$ cat src/lmrf_pkg.sv
// Shared types and constants of the lane marking ridge filter.
package lmrf_pkg;

  localparam int PIX_W      = 8;
  localparam int SPAN_W     = 6;
  localparam int WIDTH_W    = 13;
  localparam int COL_W      = 12;
  localparam int EXTRA_W    = 7;
  localparam int MAX_WIDTH  = 4096;

  localparam int CFG_IDX_W  = 2;
  localparam int CFG_DATA_W = 13;

  localparam logic [CFG_IDX_W-1:0] REG_HALF_SPAN = 2'd0;
  localparam logic [CFG_IDX_W-1:0] REG_ROW_WIDTH = 2'd1;

  localparam logic [SPAN_W-1:0]  HALF_SPAN_RST = 6'd18;
  localparam logic [WIDTH_W-1:0] ROW_WIDTH_RST = 13'd640;

  localparam int JOBQ_DEPTH = 4;
  localparam int JOBQ_PTR_W = 2;
  localparam int JOBQ_CNT_W = 3;

  // One classified input item: its lagged column result and the flush that follows.
  typedef struct packed {
    logic [PIX_W-1:0]   mark;
    logic               has_main;
    logic               ends;
    logic [EXTRA_W-1:0] extra;
  } job_t;

  // Occupancy of the job queue as seen by the front and the back.
  typedef struct packed {
    logic [JOBQ_CNT_W-1:0] count;
    logic                  empty;
  } jobq_stat_t;

endpackage

$ cat src/lmrf_ram.sv
// Generic RAM with one write port and two registered read ports.
module lmrf_ram #(
  parameter int DATA_W = 8,
  parameter int DEPTH  = 128
) (
  input  logic                     clk,
  input  logic                     we,
  input  logic [$clog2(DEPTH)-1:0] waddr,
  input  logic [DATA_W-1:0]        wdata,
  input  logic [$clog2(DEPTH)-1:0] raddr_a,
  input  logic [$clog2(DEPTH)-1:0] raddr_b,
  output logic [DATA_W-1:0]        rdata_a,
  output logic [DATA_W-1:0]        rdata_b
);

  logic [DATA_W-1:0] mem_r [DEPTH];

  // Write and registered reads.
  always_ff @(posedge clk) begin
    if (we) begin
      mem_r[waddr] <= wdata;
    end
    rdata_a <= mem_r[raddr_a];
    rdata_b <= mem_r[raddr_b];
  end

endmodule

$ cat src/lmrf_front.sv
// Front end: configuration, column tracking, delay line and response arithmetic.
module lmrf_front #(
  parameter int MAX_SPAN = 63
) (
  input  logic                               clk,
  input  logic                               rst_n,
  input  logic                               cfg_wr_en,
  input  logic [lmrf_pkg::CFG_IDX_W-1:0]     cfg_addr,
  input  logic [lmrf_pkg::CFG_DATA_W-1:0]    cfg_wdata,
  input  logic                               in_tvalid,
  output logic                               in_tready,
  input  logic [lmrf_pkg::PIX_W-1:0]         in_tdata,
  input  lmrf_pkg::jobq_stat_t               q_stat,
  output logic                               push,
  output lmrf_pkg::job_t                     push_job
);
  import lmrf_pkg::*;

  localparam int DELAY_DEPTH = 2 * MAX_SPAN + 1;
  localparam int ADDR_W      = $clog2(DELAY_DEPTH);
  localparam int RAM_DEPTH   = 1 << ADDR_W;
  localparam int FILL_W      = $clog2(RAM_DEPTH + 1);
  localparam int OFS_W       = SPAN_W + 1;
  localparam int CMP_W       = ((FILL_W > OFS_W) ? FILL_W : OFS_W) + 1;
  localparam int SPAN_CAP    = (MAX_SPAN < 63) ? MAX_SPAN : 63;

  logic [SPAN_W-1:0]  half_span_r;
  logic [WIDTH_W-1:0] row_width_r;
  logic [COL_W-1:0]   col_r, col_nxt;
  logic [ADDR_W-1:0]  wp_r;
  logic [FILL_W-1:0]  fill_r;

  logic [SPAN_W-1:0]  tau;
  logic [OFS_W-1:0]   tau2;
  logic [WIDTH_W-1:0] w_eff;
  logic               in_fire;
  logic               ends, has_main, interior, c_ok, l_ok;
  logic [EXTRA_W-1:0] extra;
  logic [JOBQ_CNT_W-1:0] occ;
  logic [ADDR_W-1:0]  rd_c, rd_l;
  logic [PIX_W-1:0]   ram_c, ram_l;

  logic               s1_valid_r;
  logic               s1_has_main_r, s1_ends_r, s1_interior_r;
  logic [EXTRA_W-1:0] s1_extra_r;
  logic [PIX_W-1:0]   s1_pix_r;
  logic               s1_byp_r, s1_c_ok_r, s1_l_ok_r;

  logic [PIX_W-1:0]   cv, lv, rv, maxlr, diff, mark;

  // Configuration registers.
  always_ff @(posedge clk) begin
    if (!rst_n) begin
      half_span_r <= HALF_SPAN_RST;
      row_width_r <= ROW_WIDTH_RST;
    end else if (cfg_wr_en) begin
      if (cfg_addr == REG_HALF_SPAN) begin
        half_span_r <= cfg_wdata[SPAN_W-1:0];
      end else if (cfg_addr == REG_ROW_WIDTH) begin
        row_width_r <= cfg_wdata[WIDTH_W-1:0];
      end
    end
  end

  // Effective span and row width after saturation.
  assign tau  = (half_span_r > SPAN_W'(SPAN_CAP)) ? SPAN_W'(SPAN_CAP) : half_span_r;
  assign tau2 = {tau, 1'b0};
  always_comb begin
    if (row_width_r == '0) begin
      w_eff = WIDTH_W'(1);
    end else if (row_width_r > WIDTH_W'(MAX_WIDTH)) begin
      w_eff = WIDTH_W'(MAX_WIDTH);
    end else begin
      w_eff = row_width_r;
    end
  end

  // Accept only while the queue can take every item already in flight.
  assign occ       = q_stat.count + JOBQ_CNT_W'(s1_valid_r);
  assign in_tready = occ < JOBQ_CNT_W'(JOBQ_DEPTH);
  assign in_fire   = in_tvalid && in_tready;

  // Classify the item by its column.
  assign ends     = {1'b0, col_r} >= (w_eff - WIDTH_W'(1));
  assign has_main = col_r >= COL_W'(tau);
  assign interior = (col_r >= COL_W'(tau2)) && ({1'b0, col_r} < w_eff);
  assign extra    = !ends ? '0 :
                    has_main ? EXTRA_W'(tau) : (EXTRA_W'(col_r) + EXTRA_W'(1));
  assign col_nxt  = ends ? '0 : col_r + COL_W'(1);

  // Neighbors older than the fill level have never been written and read as zero.
  assign c_ok = CMP_W'(tau) <= CMP_W'(fill_r);
  assign l_ok = CMP_W'(tau2) <= CMP_W'(fill_r);
  assign rd_c = wp_r - ADDR_W'(tau);
  assign rd_l = wp_r - ADDR_W'(tau2);

  lmrf_ram #(
    .DATA_W (PIX_W),
    .DEPTH  (RAM_DEPTH)
  ) u_delay (
    .clk     (clk),
    .we      (in_fire),
    .waddr   (wp_r),
    .wdata   (in_tdata),
    .raddr_a (rd_c),
    .raddr_b (rd_l),
    .rdata_a (ram_c),
    .rdata_b (ram_l)
  );

  // Column counter, write pointer and fill level.
  always_ff @(posedge clk) begin
    if (!rst_n) begin
      col_r  <= '0;
      wp_r   <= '0;
      fill_r <= '0;
    end else if (in_fire) begin
      col_r <= col_nxt;
      wp_r  <= wp_r + ADDR_W'(1);
      if (fill_r != FILL_W'(RAM_DEPTH)) begin
        fill_r <= fill_r + FILL_W'(1);
      end
    end
  end

  // Stage one holds the item while the delay line is read.
  always_ff @(posedge clk) begin
    if (!rst_n) begin
      s1_valid_r <= 1'b0;
    end else begin
      s1_valid_r <= in_fire && (has_main || ends);
    end
  end

  always_ff @(posedge clk) begin
    if (in_fire) begin
      s1_has_main_r <= has_main;
      s1_ends_r     <= ends;
      s1_interior_r <= interior;
      s1_extra_r    <= extra;
      s1_pix_r      <= in_tdata;
      s1_byp_r      <= (tau == '0);
      s1_c_ok_r     <= c_ok;
      s1_l_ok_r     <= l_ok;
    end
  end

  // With a span of zero all three taps are the new pixel itself.
  assign rv = s1_pix_r;
  assign cv = s1_byp_r ? s1_pix_r : (s1_c_ok_r ? ram_c : '0);
  assign lv = s1_byp_r ? s1_pix_r : (s1_l_ok_r ? ram_l : '0);

  // 2c - l - r - |l - r| equals 2 * (c - max(l, r)); a zero center never exceeds the max.
  assign maxlr = (lv > rv) ? lv : rv;
  assign diff  = cv - maxlr;
  always_comb begin
    if (!s1_interior_r || (cv <= maxlr)) begin
      mark = '0;
    end else if (diff[PIX_W-1]) begin
      mark = '1;
    end else begin
      mark = {diff[PIX_W-2:0], 1'b0};
    end
  end

  assign push              = s1_valid_r;
  assign push_job.mark     = mark;
  assign push_job.has_main = s1_has_main_r;
  assign push_job.ends     = s1_ends_r;
  assign push_job.extra    = s1_extra_r;

endmodule

$ cat src/lmrf_job_fifo.sv
// Short job queue between the front end and the result sequencer.
module lmrf_job_fifo (
  input  logic                 clk,
  input  logic                 rst_n,
  input  logic                 push,
  input  lmrf_pkg::job_t       push_job,
  input  logic                 pop,
  output lmrf_pkg::job_t       head,
  output lmrf_pkg::jobq_stat_t stat
);
  import lmrf_pkg::*;

  job_t                  slot_r [JOBQ_DEPTH];
  logic [JOBQ_PTR_W-1:0] wr_ptr_r, rd_ptr_r;
  logic [JOBQ_CNT_W-1:0] count_r;

  // Pointers and occupancy.
  always_ff @(posedge clk) begin
    if (!rst_n) begin
      wr_ptr_r <= '0;
      rd_ptr_r <= '0;
      count_r  <= '0;
    end else begin
      if (push) begin
        wr_ptr_r <= wr_ptr_r + JOBQ_PTR_W'(1);
      end
      if (pop) begin
        rd_ptr_r <= rd_ptr_r + JOBQ_PTR_W'(1);
      end
      if (push && !pop) begin
        count_r <= count_r + JOBQ_CNT_W'(1);
      end else if (pop && !push) begin
        count_r <= count_r - JOBQ_CNT_W'(1);
      end
    end
  end

  // Job storage.
  always_ff @(posedge clk) begin
    if (push) begin
      slot_r[wr_ptr_r] <= push_job;
    end
  end

  assign head       = slot_r[rd_ptr_r];
  assign stat.count = count_r;
  assign stat.empty = (count_r == '0);

endmodule

$ cat src/lmrf_back.sv
// Back end: expands each job into its results and drives the output register.
module lmrf_back (
  input  logic                       clk,
  input  logic                       rst_n,
  input  lmrf_pkg::jobq_stat_t       q_stat,
  input  lmrf_pkg::job_t             head,
  output logic                       pop,
  output logic                       out_tvalid,
  input  logic                       out_tready,
  output logic [lmrf_pkg::PIX_W-1:0] out_tdata,
  output logic                       out_tlast,
  output logic                       out_tuser
);
  import lmrf_pkg::*;

  logic               cur_valid_r, cur_valid_nxt;
  logic               cur_main_r, cur_main_nxt;
  logic               cur_ends_r, cur_ends_nxt;
  logic [EXTRA_W-1:0] cur_left_r, cur_left_nxt;
  logic [PIX_W-1:0]   cur_mark_r, cur_mark_nxt;

  logic               out_valid_r, out_valid_nxt;
  logic [PIX_W-1:0]   out_mark_r, out_mark_nxt;
  logic               out_rend_r, out_rend_nxt;
  logic               out_last_r, out_last_nxt;

  logic               load_ok, emit, finishing;

  // One result leaves the current job whenever the output register is free.
  assign load_ok   = !out_valid_r || out_tready;
  assign emit      = cur_valid_r && load_ok;
  assign finishing = cur_main_r ? (cur_left_r == '0) : (cur_left_r == EXTRA_W'(1));
  assign pop       = !q_stat.empty && (!cur_valid_r || (emit && finishing));

  // Next state of the job and output registers.
  always_comb begin
    cur_valid_nxt = cur_valid_r;
    cur_main_nxt  = cur_main_r;
    cur_ends_nxt  = cur_ends_r;
    cur_left_nxt  = cur_left_r;
    cur_mark_nxt  = cur_mark_r;
    out_valid_nxt = out_valid_r;
    out_mark_nxt  = out_mark_r;
    out_rend_nxt  = out_rend_r;
    out_last_nxt  = out_last_r;
    if (emit) begin
      out_valid_nxt = 1'b1;
      out_mark_nxt  = cur_main_r ? cur_mark_r : '0;
      out_last_nxt  = finishing;
      out_rend_nxt  = finishing && cur_ends_r;
      if (cur_main_r) begin
        cur_main_nxt = 1'b0;
      end else begin
        cur_left_nxt = cur_left_r - EXTRA_W'(1);
      end
      if (finishing) begin
        cur_valid_nxt = 1'b0;
      end
    end else if (out_tready) begin
      out_valid_nxt = 1'b0;
    end
    if (pop) begin
      cur_valid_nxt = 1'b1;
      cur_main_nxt  = head.has_main;
      cur_ends_nxt  = head.ends;
      cur_left_nxt  = head.extra;
      cur_mark_nxt  = head.mark;
    end
  end

  // Control registers.
  always_ff @(posedge clk) begin
    if (!rst_n) begin
      cur_valid_r <= 1'b0;
      out_valid_r <= 1'b0;
    end else begin
      cur_valid_r <= cur_valid_nxt;
      out_valid_r <= out_valid_nxt;
    end
  end

  // Payload registers.
  always_ff @(posedge clk) begin
    cur_main_r <= cur_main_nxt;
    cur_ends_r <= cur_ends_nxt;
    cur_left_r <= cur_left_nxt;
    cur_mark_r <= cur_mark_nxt;
    out_mark_r <= out_mark_nxt;
    out_rend_r <= out_rend_nxt;
    out_last_r <= out_last_nxt;
  end

  assign out_tvalid = out_valid_r;
  assign out_tdata  = out_mark_r;
  assign out_tlast  = out_rend_r;
  assign out_tuser  = out_last_r;

endmodule

$ cat src/lane_marking_ridge_filter_unit.sv
// Lane marking ridge filter top level: front end, job queue and result sequencer.
// Results pass stage one, the job queue, the current job and the output register.
// One pixel per cycle while the queue has room; a pixel that ends a row yields
// 1 + min(column, span) results, which the output register issues one per cycle while out_tready is high.
// Reset (rst_n, synchronous, active low) empties the pipeline and queue, sets
// half_span to 18 and row_width to 640, and makes the delay line read as zeros.
module lane_marking_ridge_filter_unit #(
  parameter int MAX_SPAN = 63
) (
  input  logic                            clk,
  input  logic                            rst_n,
  input  logic                            cfg_wr_en,
  input  logic [lmrf_pkg::CFG_IDX_W-1:0]  cfg_addr,
  input  logic [lmrf_pkg::CFG_DATA_W-1:0] cfg_wdata,
  input  logic                            in_tvalid,
  output logic                            in_tready,
  input  logic [lmrf_pkg::PIX_W-1:0]      in_tdata,   // [7:0] pixel
  output logic                            out_tvalid,
  input  logic                            out_tready,
  output logic [lmrf_pkg::PIX_W-1:0]      out_tdata,  // [7:0] marking
  output logic                            out_tlast,  // row_end
  output logic                            out_tuser   // [0] last
);
  import lmrf_pkg::*;

  logic       push, pop;
  job_t       push_job, head;
  jobq_stat_t q_stat;

  lmrf_front #(
    .MAX_SPAN (MAX_SPAN)
  ) u_front (
    .clk       (clk),
    .rst_n     (rst_n),
    .cfg_wr_en (cfg_wr_en),
    .cfg_addr  (cfg_addr),
    .cfg_wdata (cfg_wdata),
    .in_tvalid (in_tvalid),
    .in_tready (in_tready),
    .in_tdata  (in_tdata),
    .q_stat    (q_stat),
    .push      (push),
    .push_job  (push_job)
  );

  lmrf_job_fifo u_fifo (
    .clk      (clk),
    .rst_n    (rst_n),
    .push     (push),
    .push_job (push_job),
    .pop      (pop),
    .head     (head),
    .stat     (q_stat)
  );

  lmrf_back u_back (
    .clk        (clk),
    .rst_n      (rst_n),
    .q_stat     (q_stat),
    .head       (head),
    .pop        (pop),
    .out_tvalid (out_tvalid),
    .out_tready (out_tready),
    .out_tdata  (out_tdata),
    .out_tlast  (out_tlast),
    .out_tuser  (out_tuser)
  );

endmodule

$ cat config.mk
export PLATFORM = sky130hd
export DESIGN_NAME = lane_marking_ridge_filter_unit
export DESIGN_NICKNAME = d
export VERILOG_FILES = /design/src/lmrf_pkg.sv /design/src/lmrf_ram.sv /design/src/lmrf_front.sv /design/src/lmrf_job_fifo.sv /design/src/lmrf_back.sv /design/src/lane_marking_ridge_filter_unit.sv
export SDC_FILE = /design/constraint.sdc
export NUM_CORES = 2
export LEC_CHECK = 0
export ABC_AREA = 1
export BUFFER_PORTS_ARGS = -buffer_cell sky130_fd_sc_hd__clkbuf_2
export CELL_PAD_IN_SITES_DETAIL_PLACEMENT = 0
export CELL_PAD_IN_SITES_GLOBAL_PLACEMENT = 1
export CORE_ASPECT_RATIO = 1.25
export CORE_MARGIN = 1
export CORE_UTILIZATION = 56
export CTS_BUF_LIST = sky130_fd_sc_hd__clkbuf_8
export CTS_CLUSTER_SIZE = 30
export DETAILED_ROUTE_END_ITERATION = 8
export PLACE_DENSITY = 0.95
export SYNTH_ARGS = -nofsm -noshare
export SYNTH_HDL_FRONTEND = slang
export SYNTH_SLANG_ARGS = --single-unit
$ cat constraint.sdc
create_clock -name clk -period 6.2 [get_ports clk]
set_input_delay 0.93 -clock clk [delete_from_list [all_inputs] [get_ports clk]]
set_output_delay 0.93 -clock clk [all_outputs]
set_load 0.01 [all_outputs]
# --- After elaboration in Yosys (flattened, before gate mapping) ---
# Memories as Yosys holds them, arrays and structs flattened. A register that Yosys moved wholly into a read port is not among the register bits.
# Cells that the tools add are included.
totals:
  ff_bits: 104
  ramBits: 1092
  input_bits: 28
  out_inout_bits: 12
  wordCells: 125
  memories: 2
memory_table:
  columns: ["memory", "depth", "word_bits", "rd", "rd_clocked_by_memory_dff", "wr", "line", "rtl"]
  rows:
  - ["u_front.u_delay.mem_r", 128, 8, 2, 2, 1, "lmrf_ram.sv:16", "logic [DATA_W-1:0] mem_r [DEPTH];"]
  - ["u_fifo.slot_r", 4, 17, 1, 1, 1, "lmrf_job_fifo.sv:13", "job_t slot_r [JOBQ_DEPTH];"]
op_classes:
  n_addsub: 14
  order_cmp: 11
  eq_ne: 4
  n_mux: 31
  n_bitwise: 2
  reduce_logical: 34
op_table:
  columns: ["cell", "count"]
  rows:
  - ["8-bit 2-to-1 mux", 7]
  - ["13-bit 2-to-1 mux", 2]
  - ["7-bit 2-to-1 mux", 3]
  - ["7-bit by 1-bit adder with 7-bit output, second input constant", 2]
  - ["12-bit by 13-bit >= comparator with 1-bit output", 1]
  - ["13-bit greater-than comparator, second input constant", 1]
  - ["13-bit zero test", 1]
  - ["12-bit by 13-bit < comparator with 1-bit output", 1]
  - ["13-bit by 1-bit subtractor with 13-bit output, second input constant", 1]
  - ["12-bit by 1-bit adder with 12-bit output, second input constant", 1]
  - ["12-bit by 6-bit >= comparator with 1-bit output", 1]
  - ["12-bit by 7-bit >= comparator with 1-bit output", 1]
  - ["1-bit 2-to-1 mux", 12]
  - ["12-bit 2-to-1 mux", 1]
  - ["6-bit 2-to-1 mux", 2]
  - ["1-bit logical AND", 9]
  - ["8-bit by 1-bit adder with 8-bit output, second input constant", 1]
  - ["8-bit greater-than comparator", 1]
  - ["6-bit by 8-bit <= comparator with 1-bit output", 1]
  - ["7-bit by 8-bit <= comparator with 1-bit output", 1]
  - ["8-bit <= comparator", 1]
  - ["8-bit != test, second input constant", 1]
  - ["2-bit AND reduction", 4]
  - ["2-bit nonzero test", 4]
  - ["24 further kinds", 36]

# --- Logic depth before layout (Yosys ltp) ---
logic_depth:
  ltp_word: 9
  mapped_depth: 26
  mapped_depth_nobuf: 24

# --- Modules after synthesis ---
# From an unflattened synthesis, not the netlist that was laid out.
hier_totals:
  cells_unflattened: 6991
  area_unflattened_um2: 62737.7
modules_own_cells:
  columns: ["module", "n_inst", "cells_each", "area_per_inst_um2", "seq_area_each_um2"]
  rows:
  - ["lmrf_ram", 1, 5932, 52994.6, 31069.8]
  - ["lmrf_front", 1, 729, 5437.7, 1571.5]
  - ["lmrf_job_fifo", 1, 221, 3019.1, 2222.1]
  - ["lmrf_back", 1, 109, 1286.2, 850.8]

# --- Worst setup path after synthesis ---
# No wires, ideal clock.
synth_timing:
  kind: "register -> register"
  startpoint: "reg u_front.s1_byp_r"
  endpoint: "mem u_fifo.slot_r[0][16] in the netlist's numbering (data pin)"
  setup_time_ns: 0.201
  t_arrival_ns: 3.632
  required_time_ns: 5.999
  slack_ns: 2.367
  path_stages_with_launch: 23
  n_path_buf: 2
  period_less_slack_ns: 3.833
  cell_sequence: "edfxtp_1 inv_1 clkbuf_1 o21ai_0 ha_1 nand2_1 nor2_1 nand2_1 o211ai_1 o21ai_1 clkbuf_1 o21ai_0 ha_1 inv_1 fa_1 inv_1 nor2_1 a211oi_1 nor2_1 nor2_1 o21ai_0 xor2_1 o21ai_0"
synth_lines:
  columns: ["element", "line", "rtl"]
  rows:
  - ["start: declaration", "lmrf_front.sv:47", "logic s1_byp_r, s1_c_ok_r, s1_l_ok_r;"]
  - ["start signal: assignment", "lmrf_front.sv:142", "s1_byp_r <= (tau == '0);"]
  - ["end: declaration", "lmrf_job_fifo.sv:13", null]

==> metrics <==
crit path DAT 5140 ps; LEAKAGE 0.0237 uW; TritonCTS Sinks 1214; layout cells sized above 1 6.23%; HP Start cfg_wdata[7]; first-pass GRT wire length 280000 um; status finished, violations left; DIE HEIGHT 371 um; Hold Path Class input port to register; RSZ-0062 raised after global routing no; Fillers 8807; Syn. warnings 0; placed cell area 0.0618 sq mm; I/O pin cnt 40; Starting Density 56.4%; DRC 1; Die ar. 0.110 sq mm; placed wire-length estimate 110000 um; CTS root buf clkbuf_8; Critical Path Fanout Max 16; # port buffers 39; maximum clock frequency 221 MHz; cell taking the most area after synthesis edfxtp_1; Fin Setup TNS 0 ps; clk slew on worst S/H paths 70 ps; Multi-input gate area 0.0210 sq mm; remaining antenna violation count 0; Synth Net Count 6465; Syn Inst Count 6346; min Tclk post-route 4530 ps; post-synth top area share 56.1%; commonest non-fill, non-tap cells in the layout edfxtp_1 (1140), o21ai_0 (1033), a21oi_1 (753); placer congestion estimate 0.948; # rows 135; Pins Over Slew Limit 0; worst slew pin tran 1340 ps; startpoint class of the critical path register; Netlist Area Pre-Place 0.0610 sq mm; Crit Path Class register to register; cts bufs inserted 184; CTS-repair resized insts 0; Hold Path Stages 3; largest cells by area after synthesis edfxtp_1 (56%), o21ai_0 (8.5%), a21oi_1 (6.2%); Final Cell Area 0.0653 sq mm; DR vias 49900; failing checks design-rule violations; pre-CTS setup slack 1650 ps; vias in the first global route 46500; ys async rst share 0%; Cell variety after synth 52; final worst slack 1670 ps; Final Cycle Share 73.1%; Layout Skew 46.2 ps; DRT iter0 DRCs 7650; largest net degree at the start of global routing 202; core box area 0.108 sq mm; FF+latch count, synth 1214; PD cells 377 mW/mm^2; max_cap viols 0; syn avg cell area 9.62 sq um; Rel. slew slack 10.5%; CTS tree yes; R2R setup slack 1670 ps; commonest non-fill, non-tap cell in the layout edfxtp_1; global route overflow 0; FF/Latch Area 0.0357 sq mm; Post-Route Utilization 60.3%; vias per cell 6.42; Reg2Reg Depth 22; Setup crit end kind register; Max clock buf depth 3; Horiz. Die Dim 297 um; worst r2r dst u_fifo.slot_r[2][10]$_DFFE_PP_; Hold Slack 249 ps; Final Setup Violations 0; Final nets 6302; First-pass DRT Iterations 9; worst-skew pair later-pin latency 930 ps; Global Route Usage Sum 33.6%; Worst Path Required 6810 ps; worst hold endpoint u_front.row_width_r[7]$_SDFFE_PN1P_; Crit Reg-Reg Startpoint u_front.s1_byp_r$_DFFE_PP_; initial antenna violation count 4; top_reg_cell synth edfxtp_1; routed length per instance 24.2 um; final hold viol count 0; hold_buf cts 0; Syn-to-layout area delta 7.08%; Post-synth EDFFs 1140; H-tree depth 4; worst vdd ir 563 uV; register area share after synthesis 58.5%; Total Routed Length 188000 um; Post-CTS Setup Inserts 0
-- critical path, cell delays in order (launching register included) --
cell and delay [ps]:
edfxtp_1 380, inv_1 330, nand2_1 90, inv_1 250, nand2_1 100, o21ai_0 110
ha_1 170, nand2_1 70, nor2_1 160, nand2_1 70, o211ai_1 100, o21ai_1 110
buf_4 200, o21ai_0 210, ha_1 180, inv_1 70, fa_1 460, inv_1 70
nor2_1 40, a211oi_1 350, o221ai_1 200, nand3_1 260, o21ai_0 230
-- where the power goes --
| part | total [uW] | internal [uW] | switching, uW |
|---|---|---|---|
| Sequential | 9520 | 9320 | 199 |
| Clock | 6470 | 3260 | 3210 |
| Combinational | 8620 | 2350 | 6260 |
| Total | 24600 | 14900 | 9670 |
-- layer usage --
metal / global-route usage (%) / wire [um] / up-vias
met4: 21.2 / 12300 / 2
li1: - / - / 22400
met2: 52.2 / 85400 / 3322
met1: 42.6 / 68200 / 23500
met3: 7.75 / 22400 / 662
met5: 0 / 13 / -
-- cell families after synthesis --
logic type      synth area share (%)
fa+ha+maj                       1.92
compound gates                  19.5
buf+inv                         7.29
simple gates                    12.2
xor+xnor                       0.611
flops                           58.5
-- worst max-delay path by stage --
| stage | from | endpoint | slack [ps] | depth (start not counted) |
|---|---|---|---|---|
| 4_1_cts | u_front.s1_byp_r$_DFFE_PP_ | u_fifo.slot_r[2][10]$_DFFE_PP_ | 1630 | 22 |
| 5_1_grt | u_front.s1_byp_r$_DFFE_PP_ | u_fifo.slot_r[1][14]$_DFFE_PP_ | 1110 | 22 |
| 2_1_floorplan | u_front.s1_byp_r$_DFFE_PP_ | u_fifo.slot_r[0][16]$_DFFE_PP_ | 2370 | 22 |
| 3_5_place_dp | u_front.s1_byp_r$_DFFE_PP_ | u_fifo.slot_r[1][16]$_DFFE_PP_ | 1650 | 22 |
| 6_report | u_front.s1_byp_r$_DFFE_PP_ | u_fifo.slot_r[2][10]$_DFFE_PP_ | 1670 | 22 |
| 3_3_place_gp | u_front.s1_byp_r$_DFFE_PP_ | u_fifo.slot_r[0][16]$_DFFE_PP_ | 1520 | 24 |
-- layout make-up --
class / count / area share (%)
Multi-Input combinational cell: 4065 / 32.1
Sequential cell: 1214 / 54.7
Timing Repair Buffer: 125 / 1.64
Inverter: 593 / 3.46
Clock inverter: 138 / 1.34
Tap cell: 1438 / 2.75
Clock buffer: 190 / 4.00
Antenna cell: 2 / 0.00766
-- metrics by stage --
stage | instances | power [uW]
6_report | 7765 | 24600
5_1_grt | 7764 | 25600
4_1_cts | 7763 | 24300
3_5_place_dp | 7435 | 18000
3_3_place_gp | 7435 | 17900
2_1_floorplan | 6346 | 15200
-- flip-flops by register name, indices dropped and copies added (netlist names), 2 cells and up, named ones only --
signal and count:
u_front.col_r 12, u_front.rv 8, u_front.u_delay.rdata_b 8, u_front.u_delay.rdata_a 8
u_front.wp_r 7, u_front.half_span_r 6, u_back.out_tdata 8, u_front.s1_extra_r 7
u_front.row_width_r 13, u_back.cur_mark_r 8, u_back.cur_left_r 7, u_front.u_delay.mem_r 1024
u_fifo.rd_ptr_r 2, u_fifo.count_r 3, u_front.fill_r 8, u_fifo.wr_ptr_r 2
u_fifo.slot_r 68
-- cell usage after synthesis (2+ instances only) --
cell type / n
o211ai_1: 258
nand3_1: 694
nand4_1: 13
nor4_1: 2
o221ai_1: 7
dfxtp_1: 74
o21ai_0: 1033
or2_2: 2
xnor2_1: 12
a21oi_2: 12
nand2_1: 537
edfxtp_1: 1140
fa_1: 4
xor2_2: 3
o21ai_1: 121
nor2_1: 438
xor2_1: 25
buf_6: 30
a21oi_1: 753
inv_2: 7
ha_1: 87
o21bai_1: 3
clkbuf_1: 225
inv_1: 584
buf_2: 153
a2111oi_0: 2
a21o_1: 2
clkbuf_2: 3
nor3_1: 18
buf_1: 57
buf_4: 6
and2_1: 8
o22ai_1: 14
No activity file was read; power rests on OpenSTA's default activity.
